--- src/rtl/core/looped_event_clip_scheduler_top_defines.svh ---
// ----------------------------------------------------------------------------
// looped_event_clip_scheduler_top_defines
// Assertion macros shared by the scheduler RTL.
// ----------------------------------------------------------------------------
`ifndef LOOPED_EVENT_CLIP_SCHEDULER_TOP_DEFINES_SVH
`define LOOPED_EVENT_CLIP_SCHEDULER_TOP_DEFINES_SVH

// Check a property on every rising clock edge outside reset.
`define LECS_ASSERT(lbl, prop, msg) \
	lbl: assert property (@(posedge clk) disable iff (!arst_n) prop) else $error(msg);

// Check an implication on every rising clock edge outside reset.
`define LECS_ASSERT_IMP(lbl, ante, cons, msg) \
	lbl: assert property (@(posedge clk) disable iff (!arst_n) (ante) |-> (cons)) \
		else $error(msg);

`endif

--- src/rtl/core/lecs_pkg.sv ---
// ----------------------------------------------------------------------------
// lecs_pkg
// Types and constants of the looping clip event scheduler.
// ----------------------------------------------------------------------------
package lecs_pkg;

	localparam logic [1:0] OP_APPEND = 2'd0;
	localparam logic [1:0] OP_CLEAR  = 2'd1;
	localparam logic [1:0] OP_BLOCK  = 2'd2;
	localparam logic [1:0] OP_UNUSED = 2'd3;

	localparam logic CFG_CLIP_LENGTH = 1'b0;
	localparam logic CFG_SAMPLE_RATE = 1'b1;

	localparam int DIV_NW    = 64;
	localparam int DIV_DW    = 48;
	localparam int DIV_CNT_W = 7;
	localparam logic [DIV_CNT_W-1:0] DIV_STEPS = 7'd64;

	localparam logic [17:0] SAMPLE_RATE_RST = 18'd48000;
	localparam logic [5:0]  SECONDS_PER_MIN = 6'd60;
	localparam logic [11:0] OFFSET_MAX      = 12'd4095;

	typedef struct packed {
		logic [1:0]  opcode;
		logic [31:0] event_time;
		logic [1:0]  event_size;
		logic [7:0]  event_byte0;
		logic [7:0]  event_byte1;
		logic [7:0]  event_byte2;
		logic [47:0] project_time;
		logic [31:0] tempo;
		logic [12:0] frame_count;
		logic        playing;
	} in_item_t;

	typedef struct packed {
		logic [11:0] frame_offset;
		logic [1:0]  out_size;
		logic [7:0]  out_byte0;
		logic [7:0]  out_byte1;
		logic [7:0]  out_byte2;
		logic        last;
	} out_item_t;

	typedef struct packed {
		logic [31:0] time_q16;
		logic [1:0]  size;
		logic [7:0]  b0;
		logic [7:0]  b1;
		logic [7:0]  b2;
	} entry_t;

	typedef enum logic [3:0] {
		S_IDLE,
		S_PREP,
		S_BLK_GO,
		S_BLK_W,
		S_MOD_GO,
		S_MOD_W,
		S_SETUP,
		S_RD,
		S_CHK,
		S_OFF_MUL,
		S_OFF_GO,
		S_OFF_W,
		S_PUSH,
		S_FLUSH
	} state_t;

endpackage

--- src/rtl/core/lecs_div.sv ---
// ----------------------------------------------------------------------------
// lecs_div
// Shared restoring divider, one quotient bit per cycle.
// ----------------------------------------------------------------------------
module lecs_div (
	input  logic                          clk,
	input  logic                          arst_n,
	input  logic                          start,
	input  logic [lecs_pkg::DIV_NW-1:0]   num,
	input  logic [lecs_pkg::DIV_DW-1:0]   den,
	output logic                          done,
	output logic [lecs_pkg::DIV_NW-1:0]   quo,
	output logic [lecs_pkg::DIV_DW-1:0]   rem
);
	logic [lecs_pkg::DIV_CNT_W-1:0] cnt_q;
	logic [lecs_pkg::DIV_NW-1:0]    n_q;
	logic [lecs_pkg::DIV_DW-1:0]    r_q;
	logic [lecs_pkg::DIV_DW-1:0]    den_q;
	logic                           done_q;
	logic [lecs_pkg::DIV_DW:0]      cand;
	logic                           ge;

	assign cand = {r_q, n_q[lecs_pkg::DIV_NW-1]};
	assign ge   = cand >= {1'b0, den_q};

	always_ff @(posedge clk or negedge arst_n) begin
		if (!arst_n) begin
			cnt_q  <= '0;
			done_q <= 1'b0;
		end else begin
			done_q <= 1'b0;
			if (start) begin
				cnt_q <= lecs_pkg::DIV_STEPS;
			end else if (cnt_q != '0) begin
				cnt_q <= cnt_q - 1'b1;
				if (cnt_q == 1) begin
					done_q <= 1'b1;
				end
			end
		end
	end

	always_ff @(posedge clk) begin
		if (start) begin
			n_q   <= num;
			r_q   <= '0;
			den_q <= den;
		end else if (cnt_q != '0) begin
			// shift in the next numerator bit, subtract when it fits
			n_q <= {n_q[lecs_pkg::DIV_NW-2:0], ge};
			r_q <= ge ? lecs_pkg::DIV_DW'(cand - {1'b0, den_q})
			          : cand[lecs_pkg::DIV_DW-1:0];
		end
	end

	assign done = done_q;
	assign quo  = n_q;
	assign rem  = r_q;
endmodule

--- config.mk ---
export PLATFORM = sky130hd
export DESIGN_NAME = lecs_div
export DESIGN_NICKNAME = d
export VERILOG_FILES = /design/src/rtl/core/looped_event_clip_scheduler_top_defines.svh /design/src/rtl/core/lecs_pkg.sv /design/src/rtl/core/lecs_div.sv
export SDC_FILE = /design/constraint.sdc
export NUM_CORES = 1
export LEC_CHECK = 0
export BUFFER_PORTS_ARGS = -buffer_cell sky130_fd_sc_hd__clkbuf_2
export CAP_MARGIN = 20
export CORE_MARGIN = 3
export CORE_UTILIZATION = 55
export DETAILED_ROUTE_END_ITERATION = 7
export PLACE_DENSITY = 0.81
export SYNTH_ARGS = -nofsm -noshare
export SYNTH_HDL_FRONTEND = slang
export SYNTH_SLANG_ARGS = --single-unit
--- constraint.sdc ---
create_clock -name clk -period 3.8 [get_ports clk]
set_input_delay 0.19 -clock clk [delete_from_list [all_inputs] [get_ports clk]]
set_output_delay 0.19 -clock clk [all_outputs]
set_load 0.1 [all_outputs]
=== Word-level counts from Yosys, hierarchy flattened ===
Cells that the tools add are included.

* Register bits: 168
* Output and inout bits: 113
* Logic and storage cells: 19
* Input port bits: 115

* Muxes and demuxes: 8
* Add/subtract/negate cells: 2
* Equality and inequality tests: 1
* Reduce and logical (&&, ||, !) cells: 2
* Magnitude comparators: 1

{| class="wikitable"
|+ Operators with widths
! operator !! count
|-
| $mux 64 || 2
|-
| $ge 49x48->1 || 1
|-
| $mux 48 || 1
|-
| $sub 48x48->48 || 1
|-
| $mux 7 || 2
|-
| $eq 7x1->1 const B || 1
|-
| $reduce_bool 7->1 || 1
|-
| $sub 7x1->7 const B || 1
|-
| $mux 1 || 3
|-
| $reduce_bool 2->1 || 1
|}

=== Logic depth before layout (Yosys ltp) ===
Gate-level depths: netlist of the first run.

* Depth in word-level cells: 4
* Mapped depth: 14
* Depth with buffers taken out: 12

=== Worst setup path before layout of the first run ===
OpenSTA, ideal clock, no wires.

* Path type: reg2reg
* From: reg n_q, in the netlist quo[63]
* To: reg r_q, in the netlist rem[46]
* Path slack: 373 ps
* Arrival: 3297 ps
* Setup time: 131 ps
* Data required time: 3669 ps
* Buffers on the path: 0
* Stages on the path, launching flop included: 13
* Period minus slack after synthesis: 3427 ps
* Cell sequence: edfxtp_1 > inv_1 > ha_1 > fa_1 > nand2b_1 > a21oi_2 > o21ai_0 > a31o_2 > a31oi_2 > a31oi_1 > o41ai_2 > xnor2_1 > o22ai_1

* Word-level cells in the longest chain between the ends: 2
* Elaborated cells on any way between the ends: 3
* Classes of those cells: 1 x add/sub; 1 x order compare; 1 x mux

{| class="wikitable"
|+ RTL lines
! element !! line !! text
|-
| start, declared || lecs_div.sv:16 || <nowiki>logic [lecs_pkg::DIV_NW-1:0] n_q;</nowiki>
|-
| start signal, assigned || lecs_div.sv:45 || <nowiki>n_q <= num;</nowiki>
|-
| start signal, assigned || lecs_div.sv:50 || <nowiki>n_q <= {n_q[lecs_pkg::DIV_NW-2:0], ge};</nowiki>
|-
| $sub 48x48->48 / $ge 49x48->1 (equally long branches) || lecs_div.sv:51, lecs_div.sv:24 ||
|-
| $mux 48 * || lecs_div.sv:51 || <nowiki>r_q <= ge ? lecs_pkg::DIV_DW'(cand - {1'b0, den_q})</nowiki>
|-
| end signal, assigned || lecs_div.sv:51 ||
|-
| end, declared || lecs_div.sv:17 || <nowiki>logic [lecs_pkg::DIV_DW-1:0] r_q;</nowiki>
|}

Every way passes the cells marked *; elsewhere a longest branch is shown, timed or not.
A chain may end at the register's enable or synchronous reset.

=== Worst setup path in the final report of the first run ===
Ends and elaborated chain as after synthesis.

==> flow_summary.yaml, run 1 <==
final_layout:
  n_antenna_cell: 0
  final_cells: 1452
  drive_above_1_share_pct: 28.2
  finish.net_count: 1380
  fillers: 1336
  area_delta_synth_final_pct: 23.6
sta:
  slew_headroom_pct: 36.3
  worstMarginPinSlew_ns: 0.954
  clock_skew_ns: 0.0137
  fin_setup_tns_ns: 0
  setup_viol: 0
  drv_slew: 0
  min_period_over_period_pct: 86.3
  hold_viol_final: 0
  rsz0062_at_grt: "false"
  post-route-min-period_ns: 3.28
  max_freq_ghz: 0.305
setup_path:
  critPathTopFamily: "compound AO/OA/AOI/OAI gates"
  path_class: "reg2reg"
  crit_cells: 12
  reg2reg_depth: 12
  r2r-start: "quo[63]"
  cp.required_ns: 4.08
  slowest_stage: "edfxtp_1"
  cp-end-kind: "flip-flop"
  path_cells: "inv_1, ha_1, fa_1, nand2b_1, a21oi_2, o21ai_0, a31o_2, a31oi_2, a31oi_1, o41ai_2, xnor2_1, o22ai_1"
  cp_max_fo: 4
  start_kind: "flip-flop"
  startpoint: "quo[63]"
  cp.arrival_ns: 3.56
  cp_num_buf_inv: 1
  slowest_delay_ns: 0.38
synth:
  synth-seq-area-share_pct: 46.3
  ys_top_cells_by_area: "edfxtp_1 34%, dfxtp_1 9.8%, mux2_2 7.4%"
  yosys_warnings: 0
  synth.most_common_cell: "edfxtp_1"
  synth-main-ff-cell: "edfxtp_1"
  ys_seq_elements: 168
  syn_area_sq_um: 9770
  async_flop_share_pct: 4.76
  avgSynthCellArea_sq_um: 10.1
  synth_common_cells: "112 x edfxtp_1, 93 x nand2_1, 70 x a21oi_1"
  ys_types: 69
  synth_top_area_cell: "edfxtp_1"
  synth_top_area_share_pct: 34.4
  synth_edf_count: 112
  syn_inst: 969
  synth_nets: 1135
pwr:
  peakVddDrop_v: 0.000663
  power_density_nw_per_um2: 908
  power.share.combinational_pct: 59.1
  switchingPower_mw: 6.00
  power_frac_seq_pct: 25.3
  switching_share_pct: 54.7
  power.share.clock_pct: 15.5
  internal-power_mw: 4.96
  p_leak_nw: 5.40
clock_network:
  clk_path_buf_depth: 2
  worstSkewPairLatency_ns: 0.44
  htree_levels: 4
  clkSlewWorstSetupHoldPaths_ns: 0.08
  cts_tree: "yes"
  cts_sinks: 168
  cts-buffers-inserted: 17
  root_buffer: "clkbuf_16"
  post_cts_buffers: 0
floorplan:
  die_w_um: 139
  core_sq_um: 17400
  pin_count: 228
  dieHeight_um: 139
  die_area_sq_um: 19400
  rows: 48
  initial_core_util_pct: 56.3
detailed_routing:
  wire_per_inst_um: 18.1
  vias: 8410
  drt_first_pass_iters: 5
  drc: 0
  ant_nets: 0
  wirelength_mm: 26.3
  drt_iter0_drc: 610
  vias_per_cell: 5.79
grt:
  grt_overflow: 0
  grt_pass1_wl_mm: 42.8
  grt_pass1_vias: 8372
  grt.total_usage_pct: 27.1
  grt_max_degree: 153
  antenna_found_initial: 0
job:
  maxCapViolations: 0
place:
  routabilityCongestion: 0.916
  io_buffers: 227
  hpwl_mm: 18.8
  place_inst: 1371
run_status:
  status: "complete, no violations"
min_path:
  hold_start: "num[19]"
  min_path_cells: 2
  worstHoldPathType: "in2reg"
what timing repair did:
action                    CTS  global route
hold buffers               49             0
resized for setup           0             0
hold endpoints to repair   56             0
registers in the layout, indices dropped and copies added, names as in the netlist:
signal	flops
quo	64
rem	48
den_q	48
cnt_q	7
done	1
cell type report:
class | instances | area [sq um] | share of cell area [%]
Multi-Input combinational cell | 676 | 4720 | 39.1
Clock inverter | 14 | 150 | 1.24
Sequential cell | 168 | 4520 | 37.5
Inverter | 67 | 251 | 2.08
Clock buffer | 18 | 429 | 3.55
Tap cell | 225 | 282 | 2.33
Timing Repair Buffer | 284 | 1720 | 14.2
layer usage:
layer	share of wire (%)	up-vias	GRT usage, %	routed length [um]
met1	42	3901	36.0	11000
met5	0	-	0	0
met3	8.6	64	6.84	2270
li1	-	4057	-	-
met4	2.9	0	9.84	755
met2	47	388	43.2	12300
path summary, 6_finish.rpt:
path / endpoint / slack [ns]
max reg2reg: rem[46] / 0.52
min reg2reg: rem[1] / 0.50
min: quo[19] / 0.05
min in group asynchronous: cnt_q[2] / 0.14
max: rem[46] / 0.52
max in group asynchronous: cnt_q[0] / 3.49
cells by family after synthesis:
logic type	count (synthesis)	share of synthesized area [%]
buf+inv	125	5.43
xor+xnor	39	3.50
fa+ha+maj	51	6.61
compound gates	259	18.0
simple gates	258	12.2
mux	69	7.89
flops	168	46.3
through the flow:
stage | power (mW) | area [sq um] | utilization (%) | setup WS [ns] | hold slack [ns]
detailed placement | 9.16 | 11000 | 63.4 | 0.619 | 0.0456
CTS | 10.9 | 12100 | 69.6 | 0.603 | 0.0343
floorplan | 8.00 | 9770 | - | 0.373 | -0.106
global route | 11.6 | 12100 | 69.6 | 0.419 | 0.0371
finish | 11.0 | 12100 | 69.6 | 0.522 | 0.0505
global placement | 9.11 | 11000 | 63.4 | 0.728 | 0.0431
placed cells by master, fill, tap and decap left out, types with 3 or more instances in the layout:
master / n
a21boi_0: 3
xnor2_1: 28
a31oi_1: 10
a21o_1: 18
o21a_1: 9
dlygate4sd3_1: 49
a41oi_1: 4
a21oi_1: 70
o21bai_1: 10
buf_4: 6
ha_1: 50
xor2_1: 11
nand2b_1: 10
mux2_2: 64
o21ai_0: 45
o221ai_1: 3
o211ai_1: 9
dfxtp_1: 48
nor2b_1: 6
and3_1: 4
nor3_1: 10
a211oi_1: 16
nor2_1: 68
a311oi_1: 26
o211a_1: 10
clkbuf_2: 226
or3_1: 4
dfrtp_1: 8
nand3_1: 24
nand2_1: 92
mux2i_1: 5
and4_1: 5
clkbuf_16: 17
inv_1: 67
inv_8: 6
nand4_1: 21
edfxtp_1: 112
power by group through the flow:
stage | Sequential, mW | Combinational (mW) | Clock, mW
after floorplan | 5.23 | 2.78 | 0
after global placement | 2.79 | 6.32 | 0
after detailed placement | 2.80 | 6.35 | 0
after CTS | 2.77 | 6.43 | 1.74
after global routing | 2.84 | 6.90 | 1.81
final | 2.78 | 6.48 | 1.70
No activity file was read; power rests on OpenSTA's default activity.
==> inputs of run 2 (changes only) <==
CELL_PAD_IN_SITES_DETAIL_PLACEMENT = 1   (was default)
CELL_PAD_IN_SITES_GLOBAL_PLACEMENT = 1   (was default)
CORE_UTILIZATION = 42   (was 55)
PLACE_DENSITY = default   (was 0.81)
PLACE_DENSITY_LB_ADDON = 0.1   (was default)
==> flow_summary.yaml, run 2 (synthesis results as in run 1) <==
run_status:
  status: "complete, no violations"
sta:
  fin_setup_tns_ns: 0
  worstMarginPinSlew_ns: 0.915
  clock_skew_ns: 0.0190
  hold_viol_final: 0
  setup_viol: 0
  post-route-min-period_ns: 3.43
  min_period_over_period_pct: 90.3
  rsz0062_at_grt: "false"
  slew_headroom_pct: 39.0
  drv_slew: 0
  max_freq_ghz: 0.292
floorplan:
  initial_core_util_pct: 42.9
  core_sq_um: 22800
  pin_count: 228
  die_w_um: 159
  die_area_sq_um: 25100
  rows: 55
  dieHeight_um: 159
setup_path:
  reg2reg_depth: 11
  start_kind: "flip-flop"
  cp_max_fo: 45
  cp.required_ns: 4.18
  path_class: "reg2reg"
  rrSetupSlack_ns: 0.37
  cp-end-kind: "flip-flop"
  r2r-start: "rem[22]"
  cp.arrival_ns: 3.81
  rr_endpoint: "rem[43]"
clock_network:
  htree_levels: 4
  worstSkewPairLatency_ns: 0.44
  root_buffer: "clkbuf_16"
  cts_tree: "yes"
  cts_sinks: 168
  clkSlewWorstSetupHoldPaths_ns: 0.08
  post_cts_buffers: 0
  cts-buffers-inserted: 17
  clk_path_buf_depth: 2
final_layout:
  area_delta_synth_final_pct: 25.1
  multiInputGateArea_sq_um: 4720
  final_util_pct: 53.7
  largest_reg_flops: 64
  fillers: 2575
  ff_latch_area_sq_um: 4520
  layout_commonest_cell: "clkbuf_2"
  n_antenna_cell: 0
  finish.net_count: 1385
  final_cell_mix: "226 x clkbuf_2, 112 x edfxtp_1, 92 x nand2_1"
  drive_above_1_share_pct: 28.5
grt:
  antenna_found_initial: 0
  grt_pass1_wl_mm: 47.6
  grt.total_usage_pct: 24.0
  grt_overflow: 0
  grt_pass1_vias: 8793
  grt_max_degree: 65
detailed_routing:
  ant_nets: 0
  wirelength_mm: 30.1
  wl_met2_mm: 13.9
  wl_met3_mm: 2.00
  vias_per_cell: 5.48
  top_layer: "met4"
  drt_first_pass_iters: 4
  vias: 8459
  wl_met1_mm: 13.7
  drc: 0
  drt_iter0_drc: 404
  wire_per_inst_um: 19.5
pwr:
  peakVddDrop_v: 0.000409
  power_density_nw_per_um2: 912
  p_leak_nw: 5.43
  report.power.total_mw: 11.2
place:
  routabilityCongestion: 0.846
  hpwl_mm: 22.2
  io_buffers: 227
min_path:
  min_path_cells: 2
  hold_start: "num[48]"
  worstHoldPathType: "in2reg"
  holdPathEnd: "quo[48]"
job:
  maxCapViolations: 0
## run 2: area by class of cell
class	count	area share, %
multi-input cells	676	38.6
flip-flops and latches	168	37.0
repair buffers	289	14.4
clock buffers	17	3.48
well taps	313	3.20
inverters	67	2.06
clock inverters	15	1.26
## run 2: worst max-delay path, cell delays in order (launching register included)
cell and delay [ns]:
dfxtp_1 0.35, ha_1 0.42, and2_0 0.33, a21o_1 0.25, a31oi_1 0.30, o2bb2ai_1 0.12, nor3_2 0.29, o21ba_2 0.51
buf_12 0.30, nor3b_1 0.10, o31ai_2 0.19, o311a_1 0.20
## run 2: worst max path at each step
stage	startpoint	end	depth (start not counted)
after global routing	den_q[23]	rem[43]	12
after global placement	rem[22]	rem[26]	11
final	rem[22]	rem[43]	11
after floorplan	quo[63]	rem[46]	12
after CTS	rem[22]	rem[43]	11
after detailed placement	rem[22]	rem[43]	11
## run 2: stage by stage
stage	area (sq um)	cells	hold slack, ns	worst slack [ns]
after floorplan	9770	969	-0.106	0.373
after global placement	11200	1464	0.0511	0.463
after detailed placement	11200	1464	0.0563	0.395
after CTS	12200	1545	0.0239	0.362
after global routing	12200	1545	0.0239	0.161
final	12200	1545	0.0385	0.370
## run 2: layer usage
metal	vias up	track usage [%]
li1	4072	-
met3	27	6.99
met5	-	0
met2	239	38.3
met4	0	6.06
met1	4121	32.2
## run 2: power breakdown
part,total (mW),internal (mW),switching [mW]
combinational,6.62,1.69,4.93
clock,1.74,0.878,0.864
sequential,2.79,2.42,0.367
## run 2: what timing repair did
action,4_1_cts,5_1_grt
gates resized for setup,0,0
hold buffers,49,0
hold endpoints to repair,56,0
setup endpoints to repair,0,0
==> inputs of run 3 (changes only) <==
==> constraint.sdc (replaced) <==
create_clock -name clk -period 3.8 [get_ports clk]
set_input_delay 0.57 -clock clk [delete_from_list [all_inputs] [get_ports clk]]
set_output_delay 0.57 -clock clk [all_outputs]
set_load 0.1 [all_outputs]
==> flow_summary.yaml, run 3 (synthesis results as in run 1) <==
clock_network:
  post_cts_buffers: 0
  clk_path_buf_depth: 2
  post_cts_resized: 0
  cts-buffers-inserted: 17
  htree_levels: 4
  clkSlewWorstSetupHoldPaths_ns: 0.08
  worstSkewPairLatency_ns: 0.44
  cts_sinks: 168
  cts_tree: "yes"
  root_buffer: "clkbuf_16"
sta:
  fin_setup_tns_ns: 0
  slew_headroom_pct: 39.5
  max_freq_ghz: 0.296
  hold_viol_final: 0
  drv_slew: 0
  setup_viol: 0
  rsz0062_at_grt: "false"
  worstMarginPinSlew_ns: 0.908
  min_period_over_period_pct: 88.8
  post-route-min-period_ns: 3.37
  clock_skew_ns: 0.0137
  whs_ns: 0.304
place:
  hpwl_mm: 21.8
  dpl_cell_area_sq_um: 11200
  routabilityCongestion: 0.860
  place_inst: 1463
  io_buffers: 227
floorplan:
  pin_count: 228
  initial_core_util_pct: 42.9
  dieHeight_um: 159
  die_w_um: 159
  core_sq_um: 22800
  rows: 55
  die_area_sq_um: 25100
setup_path:
  rrSetupSlack_ns: 0.43
  path_cells: "ha_1, and2_0, a21o_1, a31oi_1, o2bb2ai_1, nor3_2, o21ba_2, buf_12, nor3b_1, o31ai_2, o311a_1"
  slowest_delay_ns: 0.50
  rr_endpoint: "rem[43]"
  reg2reg_depth: 11
  cp-endpoint: "rem[43]"
  path_class: "reg2reg"
  cp.arrival_ns: 3.75
  cp-end-kind: "flip-flop"
  r2r-start: "rem[22]"
  slowest_stage: "o21ba_2"
  cp_max_fo: 45
  startpoint: "rem[22]"
  cp.required_ns: 4.17
  start_kind: "flip-flop"
grt:
  grt_max_degree: 75
  grt_pass1_vias: 8499
  grt.total_usage_pct: 23.1
  grt_overflow: 0
  grt_pass1_wl_mm: 46.1
  antenna_found_initial: 0
final_layout:
  drive_above_1_share_pct: 29.6
  final_cell_area_sq_um: 11800
  n_antenna_cell: 0
  largest_reg_flops: 64
  final_cells: 1496
  layout_commonest_cell: "clkbuf_2"
  final_cell_mix: "226 x clkbuf_2, 112 x edfxtp_1, 92 x nand2_1"
  finish.net_count: 1336
  area_delta_synth_final_pct: 20.3
pwr:
  peakVddDrop_v: 0.000408
  switchingPower_mw: 6.13
  p_leak_nw: 5.23
  report.power.total_mw: 11.1
  power_density_nw_per_um2: 943
  power.share.clock_pct: 15.7
  switching_share_pct: 55.3
  internal-power_mw: 4.96
  power_frac_seq_pct: 25.1
  power.share.combinational_pct: 59.2
job:
  maxCapViolations: 0
detailed_routing:
  drt_first_pass_iters: 5
  vias_per_cell: 5.48
  ant_nets: 0
  wire_per_inst_um: 19.4
  drt_iter0_drc: 375
  drc: 0
  vias: 8191
  wirelength_mm: 29.1
min_path:
  worstHoldPathType: "in2reg"
run_status:
  status: "complete, no violations"
==> run 3: cell count changes in the layout (fill, tap and decap cells not counted), sizes merged <==
cell         before  now
dlygate4sd3      49    1
buf              14   13
clkbuf          243  244
clkinv            5    6
clkinvlp          2    1
inv              75   74
==> run 3: power groups by stage <==
stage,clock [mW],sequential (mW),combinational [mW]
3_5_place_dp,0,2.81,6.54
5_1_grt,1.85,2.84,7.04
2_1_floorplan,0,5.23,2.78
4_1_cts,1.78,2.78,6.58
3_3_place_gp,0,2.81,6.49
6_report,1.74,2.78,6.57
==> run 3: per-stage QoR <==
| step | worst slack [ns] | util, % |
|---|---|---|
| after floorplan | 0.373 | - |
| after global placement | 0.478 | 49.0 |
| after detailed placement | 0.433 | 49.0 |
| after CTS | 0.378 | 51.6 |
| after global routing | 0.103 | 51.6 |
| final | 0.426 | 51.6 |
==> run 3: layout make-up <==
type	instances	area [sq um]
timing repair buffer	240	1280
fill	2636	11000
clock buffer	18	429
multi-input combinational	676	4720
inverter	67	251
sequential	168	4520
tap	313	392
clock inverter	14	156
==> run 3: per-layer routing <==
layer	vias to the layer above	share of wire (%)	track usage [%]
met3	21	8.0	7.83
met1	3957	46	31.2
met4	0	1.2	5.49
met5	-	0	0
met2	249	45	36.1
li1	3964	-	-
==> run 3: worst min-delay path by stage <==
stage	start	to	slack, ns	cells past startpoint
2_1_floorplan	arst_n	cnt_q[0]	0.27	0
3_3_place_gp	arst_n	cnt_q[3]	0.43	1
3_5_place_dp	arst_n	done	0.43	1
4_1_cts	den[21]	den_q[21]	0.29	1
5_1_grt	den[21]	den_q[21]	0.29	1
6_report	den[21]	den_q[21]	0.30	1
==> run 3: critical path, delay by kind of cell (launching register included) <==
| kind | cells | cell delay (ns) |
|---|---|---|
| AOI/OAI and AO/OA | 6 | 1.54 |
| buffers and inverters | 1 | 0.29 |
| and+or+nand+nor | 3 | 0.70 |
| adders and majority gates | 1 | 0.41 |
| DFF | 1 | 0.35 |
==> run 3: repair_timing <==
item                                    in CTS  in global routing
endpoints found under the hold margin        8                  0
hold buffers                                 1                  0
endpoints found under the setup margin       0                  0
